**src/hw/rtl/pidc_pkg.sv**
```systemverilog
// Shared widths, register indexes and the sequencer state type of the clamped PID block.
// No dependencies; every other file of the block imports this package.
`timescale 1ns / 1ps

package pidc_pkg;

	localparam int DATA_W    = 32;
	localparam int DT_W      = 16;
	localparam int CFG_IDX_W = 3;

	// serial multiplier: magnitude operands, one multiplier bit per cycle
	localparam int MA_W = 40;
	localparam int MB_W = 32;
	localparam int MP_W = MA_W + MB_W;

	// serial divider: one quotient bit per cycle
	localparam int DVD_W = 64;
	localparam int DVS_W = 26;

	localparam int GAIN_FRAC = 24;  // Q8.24 gains
	localparam int ERR_FRAC  = 16;  // Q16.16 error

	localparam logic [DVS_W-1:0] ERR_DIV            = DVS_W'(1000);
	localparam logic [DT_W-1:0]  FIXED_INTERVAL_RST = DT_W'(40);

	localparam logic [CFG_IDX_W-1:0] REG_KP             = CFG_IDX_W'(0);
	localparam logic [CFG_IDX_W-1:0] REG_KI             = CFG_IDX_W'(1);
	localparam logic [CFG_IDX_W-1:0] REG_KD             = CFG_IDX_W'(2);
	localparam logic [CFG_IDX_W-1:0] REG_OUT_MAX        = CFG_IDX_W'(3);
	localparam logic [CFG_IDX_W-1:0] REG_OUT_MIN        = CFG_IDX_W'(4);
	localparam logic [CFG_IDX_W-1:0] REG_USE_FIXED      = CFG_IDX_W'(5);
	localparam logic [CFG_IDX_W-1:0] REG_FIXED_INTERVAL = CFG_IDX_W'(6);

	typedef enum logic [2:0] {
		ST_IDLE,
		ST_SCALE,
		ST_MULP,
		ST_MULI,
		ST_MULT,
		ST_MULD,
		ST_DIVD,
		ST_SUM
	} state_t;

endpackage

```
**src/hw/rtl/pidc_mul.sv**
```systemverilog
// Unsigned shift-add multiplier, one multiplier bit per cycle.
// Depends on pidc_pkg for operand widths.
`timescale 1ns / 1ps

module pidc_mul import pidc_pkg::*; (
	input  logic            clk,
	input  logic            arst_n,
	input  logic            start,
	input  logic [MA_W-1:0] a,
	input  logic [MB_W-1:0] b,
	output logic            done,
	output logic [MP_W-1:0] prod
);

	localparam int CNT_W = $clog2(MB_W);

	logic [MA_W-1:0]  a_q;
	logic [MP_W-1:0]  prod_q;
	logic [CNT_W-1:0] cnt_q;
	logic             busy_q;
	logic             done_q;
	logic [MA_W:0]    psum;

	// upper half accumulates, lower half shifts the multiplier out
	assign psum = {1'b0, prod_q[MP_W-1:MB_W]} + (prod_q[0] ? {1'b0, a_q} : '0);

	always_ff @(posedge clk or negedge arst_n) begin
		if (!arst_n) begin
			busy_q <= 1'b0;
			done_q <= 1'b0;
			cnt_q  <= '0;
		end else begin
			done_q <= 1'b0;
			if (start) begin
				busy_q <= 1'b1;
				cnt_q  <= '0;
			end else if (busy_q) begin
				cnt_q <= cnt_q + 1'b1;
				if (cnt_q == CNT_W'(MB_W - 1)) begin
					busy_q <= 1'b0;
					done_q <= 1'b1;
				end
			end
		end
	end

	always_ff @(posedge clk) begin
		if (start) begin
			a_q    <= a;
			prod_q <= {{MA_W{1'b0}}, b};
		end else if (busy_q) begin
			prod_q <= {psum, prod_q[MB_W-1:1]};
		end
	end

	assign done = done_q;
	assign prod = prod_q;

endmodule

```
**src/hw/rtl/pidc_div.sv**
```systemverilog
// Unsigned restoring divider, one quotient bit per cycle.
// Depends on pidc_pkg for operand widths; divisor must be nonzero.
`timescale 1ns / 1ps

module pidc_div import pidc_pkg::*; (
	input  logic             clk,
	input  logic             arst_n,
	input  logic             start,
	input  logic [DVD_W-1:0] dividend,
	input  logic [DVS_W-1:0] divisor,
	output logic             done,
	output logic [DVD_W-1:0] quotient
);

	localparam int CNT_W = $clog2(DVD_W);

	logic [DVS_W-1:0] dvs_q;
	logic [DVS_W-1:0] rem_q;
	logic [DVD_W-1:0] quo_q;
	logic [CNT_W-1:0] cnt_q;
	logic             busy_q;
	logic             done_q;
	logic [DVS_W:0]   shl;
	logic [DVS_W:0]   trial;

	assign shl   = {rem_q, quo_q[DVD_W-1]};
	assign trial = shl - {1'b0, dvs_q};  // top bit set means borrow

	always_ff @(posedge clk or negedge arst_n) begin
		if (!arst_n) begin
			busy_q <= 1'b0;
			done_q <= 1'b0;
			cnt_q  <= '0;
		end else begin
			done_q <= 1'b0;
			if (start) begin
				busy_q <= 1'b1;
				cnt_q  <= '0;
			end else if (busy_q) begin
				cnt_q <= cnt_q + 1'b1;
				if (cnt_q == CNT_W'(DVD_W - 1)) begin
					busy_q <= 1'b0;
					done_q <= 1'b1;
				end
			end
		end
	end

	always_ff @(posedge clk) begin
		if (start) begin
			dvs_q <= divisor;
			rem_q <= '0;
			quo_q <= dividend;
		end else if (busy_q) begin
			rem_q <= trial[DVS_W] ? shl[DVS_W-1:0] : trial[DVS_W-1:0];
			quo_q <= {quo_q[DVD_W-2:0], ~trial[DVS_W]};
		end
	end

	assign done     = done_q;
	assign quotient = quo_q;

endmodule

```
**src/hw/rtl/pid_controller_clamped.sv**
```systemverilog
// PID controller with integral clamp: an update item takes a raw error (scaled by 1/1000 into
// Q16.16) and an interval, and returns one saturated drive value; a reset item clears the
// integral, the last error and re-arms the first-step flag, and returns nothing.
// The work runs on one bit-serial divider (64 quotient bits) and one bit-serial multiplier
// (32 multiplier bits). An update scales the error and multiplies by kp; on the first step
// after a reset it then sums, otherwise it multiplies by ki and the interval and, unless the
// interval is zero, by kd and then divides. The next item is taken as soon as the result is in
// the output register. Configuration is to be written by the user only while the block is
// idle; the block does not enforce it. Depends on pidc_pkg, pidc_mul and pidc_div.
`timescale 1ns / 1ps

module pid_controller_clamped import pidc_pkg::*; (
	input  logic                     clk,
	input  logic                     arst_n,
	input  logic                     cfg_we,
	input  logic [CFG_IDX_W-1:0]     cfg_idx,
	input  logic [DATA_W-1:0]        cfg_wdata,
	input  logic                     in_valid,
	output logic                     in_ready,
	input  logic                     op,
	input  logic signed [DATA_W-1:0] error_raw,
	input  logic [DT_W-1:0]          elapsed,
	output logic                     out_valid,
	input  logic                     out_ready,
	output logic signed [DATA_W-1:0] drive
);

	localparam int STEP_W = 55;          // integral step width, ki*e*dt/2
	localparam int SUM_W  = MA_W + 2;
	localparam int SH_W   = DVD_W - GAIN_FRAC + 1;
	localparam int DTOP_W = DVD_W - GAIN_FRAC - DATA_W + 2;
	localparam logic [DATA_W-1:0] SAT_MAX = {1'b0, {(DATA_W-1){1'b1}}};
	localparam logic [DATA_W-1:0] SAT_MIN = {1'b1, {(DATA_W-1){1'b0}}};

	function automatic logic [DATA_W-1:0] mag32(input logic [DATA_W-1:0] x);
		return x[DATA_W-1] ? (~x + 1'b1) : x;
	endfunction

	// configuration
	logic signed [DATA_W-1:0] kp_q, ki_q, kd_q, out_max_q, out_min_q;
	logic                     use_fixed_q;
	logic [DT_W-1:0]          fixed_q;

	// loop state
	logic signed [DATA_W-1:0] integ_q, last_q, deriv_q;
	logic                     first_q;

	// working registers
	state_t                   state_q, state_d;
	logic                     new_q;
	logic signed [DATA_W-1:0] er_q, e_q;
	logic [DT_W-1:0]          dt_q;
	logic signed [MA_W-1:0]   p_q, ist_q;
	logic                     dneg_q;
	logic                     out_valid_q;
	logic signed [DATA_W-1:0] drive_q;

	// serial units
	logic             mul_go, mul_done, div_go, div_done;
	logic [MA_W-1:0]  mul_a;
	logic [MB_W-1:0]  mul_b;
	logic [MP_W-1:0]  mul_prod;
	logic [DVD_W-1:0] div_dvd, div_quo;
	logic [DVS_W-1:0] div_dvs;
	logic             mneg;
	logic             load_out;

	// datapath
	logic [DATA_W-1:0]        kp_mag, ki_mag, kd_mag, e_mag, er_mag, diff_mag;
	logic signed [DATA_W:0]   diff;
	logic [DATA_W:0]          diff_abs;
	logic [MA_W-1:0]          ist_mag;
	logic signed [DVD_W:0]    sprod, squo;
	logic signed [MA_W-1:0]   p_new;
	logic signed [STEP_W-1:0] step;
	logic signed [STEP_W:0]   acc;
	logic signed [DATA_W-1:0] hi_half, lo_half, integ_new, e_new, deriv_new, drive_new;
	logic signed [SH_W-1:0]   dsh;
	logic [DTOP_W-1:0]        dtop;
	logic signed [SUM_W-1:0]  sum;

	always_ff @(posedge clk or negedge arst_n) begin
		if (!arst_n) begin
			kp_q        <= '0;
			ki_q        <= '0;
			kd_q        <= '0;
			out_max_q   <= SAT_MAX;
			out_min_q   <= SAT_MIN;
			use_fixed_q <= 1'b0;
			fixed_q     <= FIXED_INTERVAL_RST;
		end else if (cfg_we) begin
			case (cfg_idx)
				REG_KP:             kp_q        <= cfg_wdata;
				REG_KI:             ki_q        <= cfg_wdata;
				REG_KD:             kd_q        <= cfg_wdata;
				REG_OUT_MAX:        out_max_q   <= cfg_wdata;
				REG_OUT_MIN:        out_min_q   <= cfg_wdata;
				REG_USE_FIXED:      use_fixed_q <= cfg_wdata[0];
				REG_FIXED_INTERVAL: fixed_q     <= cfg_wdata[DT_W-1:0];
				default: ;
			endcase
		end
	end

	assign kp_mag   = mag32(kp_q);
	assign ki_mag   = mag32(ki_q);
	assign kd_mag   = mag32(kd_q);
	assign e_mag    = mag32(e_q);
	assign er_mag   = mag32(er_q);
	assign diff     = (DATA_W+1)'(e_q) - (DATA_W+1)'(last_q);
	assign diff_abs = diff[DATA_W] ? -diff : diff;
	assign diff_mag = diff_abs[DATA_W-1:0];
	assign ist_mag  = ist_q[MA_W-1] ? -ist_q : ist_q;

	always_comb begin
		mul_a = '0;
		mul_b = '0;
		mneg  = 1'b0;
		case (state_q)
			ST_MULP: begin
				mul_a = MA_W'(kp_mag);
				mul_b = e_mag;
				mneg  = kp_q[DATA_W-1] ^ e_q[DATA_W-1];
			end
			ST_MULI: begin
				mul_a = MA_W'(ki_mag);
				mul_b = e_mag;
				mneg  = ki_q[DATA_W-1] ^ e_q[DATA_W-1];
			end
			ST_MULT: begin
				mul_a = ist_mag;
				mul_b = MB_W'(dt_q);
				mneg  = ist_q[MA_W-1];
			end
			ST_MULD: begin
				mul_a = MA_W'(kd_mag);
				mul_b = diff_mag;
				mneg  = kd_q[DATA_W-1] ^ diff[DATA_W];
			end
			default: ;
		endcase
	end

	// scale divides by 1000, derivative by dt*1000 using the held kd*diff magnitude
	assign div_dvd = (state_q == ST_SCALE) ? DVD_W'({er_mag, {ERR_FRAC{1'b0}}})
	                                       : mul_prod[DVD_W-1:0];
	assign div_dvs = (state_q == ST_SCALE) ? ERR_DIV : (DVS_W'(dt_q) * ERR_DIV);

	pidc_mul u_mul (
		.clk    (clk),
		.arst_n (arst_n),
		.start  (mul_go),
		.a      (mul_a),
		.b      (mul_b),
		.done   (mul_done),
		.prod   (mul_prod)
	);

	pidc_div u_div (
		.clk      (clk),
		.arst_n   (arst_n),
		.start    (div_go),
		.dividend (div_dvd),
		.divisor  (div_dvs),
		.done     (div_done),
		.quotient (div_quo)
	);

	// signed product and its floor shifts
	assign sprod = mneg ? -$signed({1'b0, mul_prod[DVD_W-1:0]}) : $signed({1'b0, mul_prod[DVD_W-1:0]});
	assign p_new = sprod[GAIN_FRAC+MA_W-1:GAIN_FRAC];
	assign step  = sprod[STEP_W:1];

	// integral with clamp at half limits, upper test first
	assign hi_half = out_max_q >>> 1;
	assign lo_half = out_min_q >>> 1;
	assign acc     = (STEP_W+1)'(integ_q) + (STEP_W+1)'(step);
	always_comb begin
		if (acc > hi_half)
			integ_new = hi_half;
		else if (acc < lo_half)
			integ_new = lo_half;
		else
			integ_new = acc[DATA_W-1:0];
	end

	// error scaling, saturated to 32 bits
	always_comb begin
		if (|div_quo[DVD_W-1:DATA_W-1])
			e_new = er_q[DATA_W-1] ? SAT_MIN : SAT_MAX;
		else if (er_q[DATA_W-1])
			e_new = -div_quo[DATA_W-1:0];
		else
			e_new = div_quo[DATA_W-1:0];
	end

	// derivative: truncated quotient, then floor shift and saturate
	assign squo = dneg_q ? -$signed({1'b0, div_quo}) : $signed({1'b0, div_quo});
	assign dsh  = squo[DVD_W:GAIN_FRAC];
	assign dtop = dsh[SH_W-1:DATA_W-1];
	always_comb begin
		if (!(&dtop || ~|dtop))
			deriv_new = dsh[SH_W-1] ? SAT_MIN : SAT_MAX;
		else
			deriv_new = dsh[DATA_W-1:0];
	end

	assign sum = SUM_W'(p_q) + SUM_W'(integ_q) + SUM_W'(deriv_q);
	always_comb begin
		if (sum > out_max_q)
			drive_new = out_max_q;
		else if (sum < out_min_q)
			drive_new = out_min_q;
		else
			drive_new = sum[DATA_W-1:0];
	end

	// sequencer
	always_ff @(posedge clk or negedge arst_n) begin
		if (!arst_n) begin
			state_q <= ST_IDLE;
			new_q   <= 1'b0;
		end else begin
			state_q <= state_d;
			new_q   <= (state_d != state_q);
		end
	end

	always_comb begin
		state_d  = state_q;
		mul_go   = 1'b0;
		div_go   = 1'b0;
		load_out = 1'b0;
		in_ready = (state_q == ST_IDLE);
		case (state_q)
			ST_IDLE: begin
				if (in_valid && !op)
					state_d = ST_SCALE;
			end
			ST_SCALE: begin
				div_go = new_q;
				if (div_done)
					state_d = ST_MULP;
			end
			ST_MULP: begin
				mul_go = new_q;
				if (mul_done)
					state_d = first_q ? ST_SUM : ST_MULI;
			end
			ST_MULI: begin
				mul_go = new_q;
				if (mul_done)
					state_d = ST_MULT;
			end
			ST_MULT: begin
				mul_go = new_q;
				if (mul_done)
					state_d = (dt_q == '0) ? ST_SUM : ST_MULD;
			end
			ST_MULD: begin
				mul_go = new_q;
				if (mul_done)
					state_d = ST_DIVD;
			end
			ST_DIVD: begin
				div_go = new_q;
				if (div_done)
					state_d = ST_SUM;
			end
			ST_SUM: begin
				if (!out_valid_q || out_ready) begin
					load_out = 1'b1;
					state_d  = ST_IDLE;
				end
			end
			default: state_d = ST_IDLE;
		endcase
	end

	// loop state and output handshake
	always_ff @(posedge clk or negedge arst_n) begin
		if (!arst_n) begin
			integ_q     <= '0;
			last_q      <= '0;
			deriv_q     <= '0;
			first_q     <= 1'b1;
			out_valid_q <= 1'b0;
		end else begin
			if (in_valid && in_ready && op) begin
				integ_q <= '0;
				last_q  <= '0;
				first_q <= 1'b1;
			end
			if (state_q == ST_MULT && mul_done) begin
				integ_q <= integ_new;
				if (dt_q == '0)
					deriv_q <= '0;
			end
			if (state_q == ST_DIVD && div_done)
				deriv_q <= deriv_new;
			if (load_out) begin
				out_valid_q <= 1'b1;
				last_q      <= e_q;
				first_q     <= 1'b0;
			end else if (out_ready) begin
				out_valid_q <= 1'b0;
			end
		end
	end

	always_ff @(posedge clk) begin
		if (in_valid && in_ready) begin
			er_q <= error_raw;
			dt_q <= use_fixed_q ? fixed_q : elapsed;
		end
		if (state_q == ST_SCALE && div_done)
			e_q <= e_new;
		if (state_q == ST_MULP && mul_done)
			p_q <= p_new;
		if (state_q == ST_MULI && mul_done)
			ist_q <= p_new;
		if (state_q == ST_MULD && mul_done)
			dneg_q <= mneg;
		if (load_out)
			drive_q <= drive_new;
	end

	assign out_valid = out_valid_q;
	assign drive     = drive_q;

	a_mul_done_owned: assert property (@(posedge clk) disable iff (!arst_n)
		mul_done |-> (state_q == ST_MULP || state_q == ST_MULI ||
		              state_q == ST_MULT || state_q == ST_MULD))
		else $error("multiplier finished outside a multiply step");

	a_div_done_owned: assert property (@(posedge clk) disable iff (!arst_n)
		div_done |-> (state_q == ST_SCALE || state_q == ST_DIVD))
		else $error("divider finished outside a divide step");

	a_out_from_sum: assert property (@(posedge clk) disable iff (!arst_n)
		$rose(out_valid_q) |-> $past(state_q == ST_SUM))
		else $error("result raised without passing the sum step");

endmodule

```
**config.mk**
```make
export PLATFORM = sky130hd
export DESIGN_NAME = pid_controller_clamped
export DESIGN_NICKNAME = d
export VERILOG_FILES = /design/src/hw/rtl/pidc_pkg.sv /design/src/hw/rtl/pidc_mul.sv /design/src/hw/rtl/pidc_div.sv /design/src/hw/rtl/pid_controller_clamped.sv
export SDC_FILE = /design/constraint.sdc
export NUM_CORES = 2
export LEC_CHECK = 0
export ABC_AREA = 0
export BUFFER_PORTS_ARGS = -buffer_cell sky130_fd_sc_hd__buf_2
export CORE_UTILIZATION = 50
export CTS_BUF_LIST = sky130_fd_sc_hd__clkbuf_2 sky130_fd_sc_hd__clkbuf_4 sky130_fd_sc_hd__clkbuf_8
export DETAILED_ROUTE_END_ITERATION = 10
export PLACE_DENSITY = 0.66
export SLEW_MARGIN = 25
export SYNTH_ARGS = -nofsm -noshare
export SYNTH_HDL_FRONTEND = slang
export SYNTH_HIERARCHICAL = 1
export SYNTH_SLANG_ARGS = --single-unit
```
**constraint.sdc**
```tcl
create_clock -name clk -period 12.15 [get_ports clk]
set_input_delay 2.43 -clock clk [delete_from_list [all_inputs] [get_ports clk]]
set_output_delay 2.43 -clock clk [all_outputs]
set_load 0.02 [all_outputs]
```
== Word-level counts from Yosys, hierarchy flattened ==
Cells that the tools add are included.
Cells by class
  muxes and demuxes: 70
  bitwise gates (word level): 9
  equality and inequality tests: 16
  $lt $le $gt $ge: 4
  reduce and logical (&&, ||, !) cells: 38
  $add $sub $neg: 18
  multipliers: 1
Operator list (number)
  $mux 32: 23
  $mux 64: 4
  $add 32x1->32 const B: 5
  $not 32->32: 5
  $pmux 40 s4: 1
  $pmux 32 s3: 1
  $mux 40: 2
  $mux 65: 1
  $neg 64->65: 1
  $neg 32->32: 2
  $neg 64->64: 1
  $add 32x55->56: 1
  $gt 56x31->1: 1
  $lt 56x31->1: 1
  $add 41x32->42: 1
  $gt 42x32->1: 1
  $lt 42x32->1: 1
  $add 40x32->41: 1
  $add 40x40->41: 1
  $neg 40->40: 1
  $reduce_or 33->1: 1
  $sub 32x32->33: 1
  $mux 3: 9
  $sub 27x26->27: 1
  other kinds (30): 89
Word-level totals
  register bits after elaboration: 715

== Longest topological paths before layout ==
  depth after elaboration: 9
  mapped depth: 49
  mapped depth without buffers: 42

== Modules after synthesis ==
The synthesis kept the hierarchy.
By module, submodules not included
  pid_controller_clamped: times used 1, seq. area each 12821.0 µm², area each 41448.5 µm², cells an instance 4456
  pidc_mul: times used 1, seq. area each 3138.0 µm², area each 6950.4 µm², cells an instance 661
  pidc_div: times used 1, seq. area each 3423.3 µm², area each 6397.4 µm², cells an instance 511

== Least setup slack after synthesis ==
Ideal clock, no wire load.
  path type: register to register
  start point: register e_q[0]
  end point: register integ_q[10]
  stages on the path, launching flop included: 49
  data required time: 12004 ps
  setup time: 146 ps
  buffers on the path: 6
  slack: 2144 ps
  arrival: 9860 ps
  cells stage by stage: edfxtp_1 > inv_1 > ha_1 > inv_1 > fa_1 > a211oi_1 > o21a_1 > o31ai_1 > a31oi_1 > o21ai_0 > o211ai_1 > a31o_2 > clkbuf_1 > xnor2_1 > o21a_1 > clkbuf_1 > inv_1 > clkbuf_1 > [13 not listed] > o311ai_0 > a31o_2 > a21oi_1 > xnor2_1 > ha_1 > a21o_1 > a21o_1 > a21o_1 > a21o_1 > a21o_1 > a221oi_1 > o21ai_0 > nor4_1 > or2_2 > clkbuf_1 > clkbuf_1 > mux2i_1 > o221ai_1
Between the ends
  cells in the longest elaborated chain, start to end: 9
  elaborated cells on any way between the ends: 10
  those cells by class: add/sub (2); order compare (2); mux (5); bitwise (1)
RTL lines
  from (decl): line pid_controller_clamped.sv:51  | logic signed [DATA_W-1:0] er_q, e_q;
  from (signal assigned): line pid_controller_clamped.sv:317  | e_q <= e_new;
  $sub 32x32->33 *: line pid_controller_clamped.sv:110  | assign diff = (DATA_W+1)'(e_q) - (DATA_W+1)'(last_q);
  $xor 1x1->1 *: line pid_controller_clamped.sv:138  | mneg = kd_q[DATA_W-1] ^ diff[DATA_W];
  $pmux 1 s4 *: line pid_controller_clamped.sv:119  | case (state_q)
  via mneg: line pid_controller_clamped.sv:65  | logic mneg;
  $mux 64 *: line pid_controller_clamped.sv:170  | assign sprod = mneg ? -$signed({1'b0, mul_prod[DVD_W-1:0]}) : $signed({1'b0, mul_prod[DVD_W-1:0]});
  $add 32x55->56 *: line pid_controller_clamped.sv:177  | assign acc = (STEP_W+1)'(integ_q) + (STEP_W+1)'(step);
  $lt 56x31->1: line pid_controller_clamped.sv:181  | else if (acc < lo_half)
  $mux 32: line pid_controller_clamped.sv:181
  $mux 32 *: line pid_controller_clamped.sv:179  | if (acc > hi_half)
  $mux 32 *: line pid_controller_clamped.sv:294  | if (state_q == ST_MULT && mul_done) begin
  to (signal assigned): line pid_controller_clamped.sv:295  | integ_q <= integ_new;
  to (decl): line pid_controller_clamped.sv:45  | logic signed [DATA_W-1:0] integ_q, last_q, deriv_q;
Mark *: on every way through the listed nets, which the timed path passes. The rest lies on a longest branch.
A chain may end at the register's enable or synchronous reset.

== Worst setup path in the final report ==
  start point: register e_q[0]
  end point: register integ_q[0]
Between the ends
  cells in the longest elaborated chain, start to end: 9
  elaborated cells on any way between the ends: 10
  those cells by class: add/sub (2); order compare (2); mux (5); bitwise (1)
RTL lines (line)
  $sub 32x32->33 *: pid_controller_clamped.sv:110
  $xor 1x1->1 *: pid_controller_clamped.sv:138
  $pmux 1 s4 *: pid_controller_clamped.sv:119
  $mux 64 *: pid_controller_clamped.sv:170
  $add 32x55->56 *: pid_controller_clamped.sv:177
  $lt 56x31->1: pid_controller_clamped.sv:181
  $mux 32: pid_controller_clamped.sv:181
  $mux 32 *: pid_controller_clamped.sv:179
  $mux 32 *: pid_controller_clamped.sv:294
Every way passes the cells marked *; elsewhere a longest branch is shown, timed or not.

==> results.ini <==
[run_status]
outcome = complete, but fails checks
violations = design-rule violations

[clock_tree]
clk_latency_ns = 0.91
cts_max_path_buffers = 3
post_cts_buffers = 0
ctsResizeCount = 0
cts_sinks = 715
clk_pin_slew_ns = 0.06
ctsHoldBuffers = 0
cts_made_buffers = 133
cts-root-buf = clkbuf_8
cts_tree = done
htreeDepth = 4

[worst_setup_path]
slowest_delay_ns = 0.79
crit_slowest_cell = nor4_1
worst_ep_required_time_ns = 12.88
crit_path_max_fanout = 42
cp_data_arrival_time_ns = 11.84
end_kind = flip-flop
start_kind = flip-flop
critical_path_class = reg -> reg
crit_top_cell = a21o_1

[timing]
rsz0062_at_grt = false
setup_tns_ns = 0
hold_viol = 0
setup_viol = 0
min_period_over_period_pct = 91.4
fin_crit_ns = 11.10
maxSlewViolCount = 0
slew_headroom_pct = 27.8
whs_ns = 0.453
fmax_mhz = 90.1
skew_ns = 0.0521
worst_slew_pin_slew_ns = 1.07

[power]
p_leak_nw = 24.6
ir_drop_mv = 0.113
finalPower_w = 0.00944
cellPowerDensity_nw_per_um2 = 158

[floorplanning]
dieArea_um2 = 111000
start_util_pct = 50.4
io-pin-count = 123
die_w_um = 333
die-height_um = 333
row_count = 121
coreArea_um2 = 109000

[drt]
via_count = 45200
wl_per_cell_um = 24.3
drt_iter0_drc = 4094
wl_met1_um = 73300
first_pass_iters = 9
topRoutingLayerUsed = met4
wl_met2_um = 82700
met3_length_um = 11500
final_antenna_net_count = 0
drc_errors = 4
totalWireLength_um = 176000
via_per_inst = 6.23

[cells_and_area]
final_cell_area_um2 = 59800
drive_gt1_share_pct = 13.7
area_growth_pct = 9.07
fin_nets = 6369
nFillCells = 9749

[logic_synthesis]
synth_ff_type = edfxtp_1
netlist.area_leader.share_pct = 19.5
synth_cell_types = 114
synth_area_um2 = 54800
synth_cells = 5628
ys_seq_area_share_pct = 35.4
async_reset_ff_share_pct = 41.1
ys_ff_latch = 715
synth_area_leaders = edfxtp_1, dfrtp_1, ha_1, mux2_2, xnor2_1
synth_edf_count = 355
yosysWarningCount = 6
syn_area_per_cell_um2 = 9.74
synth_area_leader_cell = edfxtp_1

[global_routing]
gr-total-overflow = 0
grtUsageTotal_pct = 31.3
antenna_found_initial = 7
grt_pass1_wl_um = 265000
grt_max_degree = 137
grt_pass1_vias = 42800

[min_path]
hold_class = reg -> reg

[placement]
finalWeightedCongestion = 0.987
detailed_place.area_um2 = 56800
dpl.hpwl_um = 134000
numPortBuffers = 122

[run]
maxCapViolCount = 0

[routing by layer]
metal | up-vias | global-route usage (%)
met5 | - | 0
met4 | 0 | 14.7
met3 | 324 | 4.81
met2 | 1656 | 51.3
met1 | 22200 | 40.6
li1 | 21000 | -
[through the flow]
step           worst slack [ns]  instances  util, %
6_report                   1.05       7251     55.0
5_1_grt                   0.194       7249     55.0
4_1_cts                   0.930       7245     54.9
3_5_place_dp               1.02       6999     52.2
3_3_place_gp               1.29       6997     52.2
2_1_floorplan              2.14       5630        -
[final timing paths]
kind / startpoint / to / slack, ns / cells after the start
max: e_q[0] / integ_q[0] / 1.05 / 39
min: u_mul/prod[67] / u_mul/prod[67] / 0.45 / 2
min in group asynchronous: arst_n / last_q[24] / 1.57 / 1
max reg2reg: e_q[0] / integ_q[0] / 1.05 / 39
max in group asynchronous: arst_n / ki_q[29] / 8.59 / 3
min reg2reg: u_mul/prod[67] / u_mul/prod[67] / 0.45 / 2
[synth_stat cells (78+ instances only)]
cell type,count
a21oi_1,325
nand3_1,95
nand4_1,83
mux2i_1,112
a21o_1,183
o21ai_0,358
mux2_2,254
xor2_1,211
dfrtp_1,259
xnor2_1,279
o31ai_1,127
nor2_1,309
nand2_1,458
ha_1,461
inv_1,276
and2_1,90
edfxtp_1,355
nor3_1,78
fa_1,99
clkbuf_1,190
[cell type report]
type,instances,area [µm²],area share [%]
clock inverter,47,487,0.814
clock buffer,199,2480,4.14
antenna,6,15.0,0.0251
multi-input combinational,4406,33500,56.0
sequential,715,19400,32.4
inverter,277,1040,1.74
tap,1414,1770,2.96
timing repair buffer,187,1120,1.88
[report_power, final]
| group | switching (W) | internal [W] | total [W] | leakage, nW |
|---|---|---|---|---|
| Sequential | 0.000348 | 0.00284 | 0.00319 | 7.07 |
| Clock | 0.00114 | 0.00149 | 0.00263 | 1.57 |
| Combinational | 0.00210 | 0.00152 | 0.00362 | 16.0 |
[sequential cells by signal, summed over array words and instances, names as in the netlist, 5 cells and up]
register / flops
u_mul/cnt_q: 5
dt_q: 16
u_mul/prod: 72
kd_q: 32
u_mul/a_q: 40
fixed_q: 16
deriv_q: 32
drive: 32
out_min_q: 32
p_q: 40
ki_q: 32
integ_q: 32
out_max_q: 32
ist_q: 40
u_div/quotient: 64
kp_q: 32
u_div/rem_q: 26
u_div/cnt_q: 6
er_q: 32
last_q: 32
e_q: 32
u_div/dvs_q: 26
[layout by cell type (no fill, tap or decap), types with 44 or more instances in the layout]
cell	netlist	final
xnor2_1	279	279
or3_1	75	75
a21o_1	183	183
dfxtp_1	66	66
buf_2	4	123
nand4_1	83	83
nand2b_1	51	50
a211oi_1	50	50
o21ai_0	358	358
o31ai_1	127	127
fa_1	99	99
inv_1	276	274
a21oi_1	325	323
clkbuf_8	0	157
nor3_1	78	76
edfxtp_1	355	355
dfrtp_1	259	257
or4_1	45	45
nor2_1	309	306
mux2i_1	112	112
nand2_1	458	457
nor2b_1	47	46
buf_4	10	60
and2_1	90	89
nand3_1	95	94
ha_1	461	461
o41ai_1	44	44
xor2_1	211	211
mux2_2	254	254
[cell families (layout without fill, tap and decap cells)]
family / after synthesis / count (layout) / share of synthesized area [%]
and+or+nand+nor: 1497 / 1497 / 13.6
AOI/OAI and AO/OA: 1489 / 1489 / 17.9
DFF: 715 / 715 / 35.4
adders and majority gates: 560 / 560 / 14.1
buffers and inverters: 509 / 710 / 3.78
xor gates and xnor gates: 491 / 491 / 7.88
muxes: 366 / 366 / 7.27
other: 1 / 9 / 0.00684
[critical path: cells and delay by family, from the launching register on]
family,cells,cell delay (ns)
AOI/OAI and AO/OA,23,6.10
xor gates and xnor gates,3,0.44
adders and majority gates,4,1.18
buffers and inverters,4,0.79
DFF,1,0.40
muxes,1,0.28
and+or+nand+nor,4,1.71
Power figures use the tool's default switching activity.
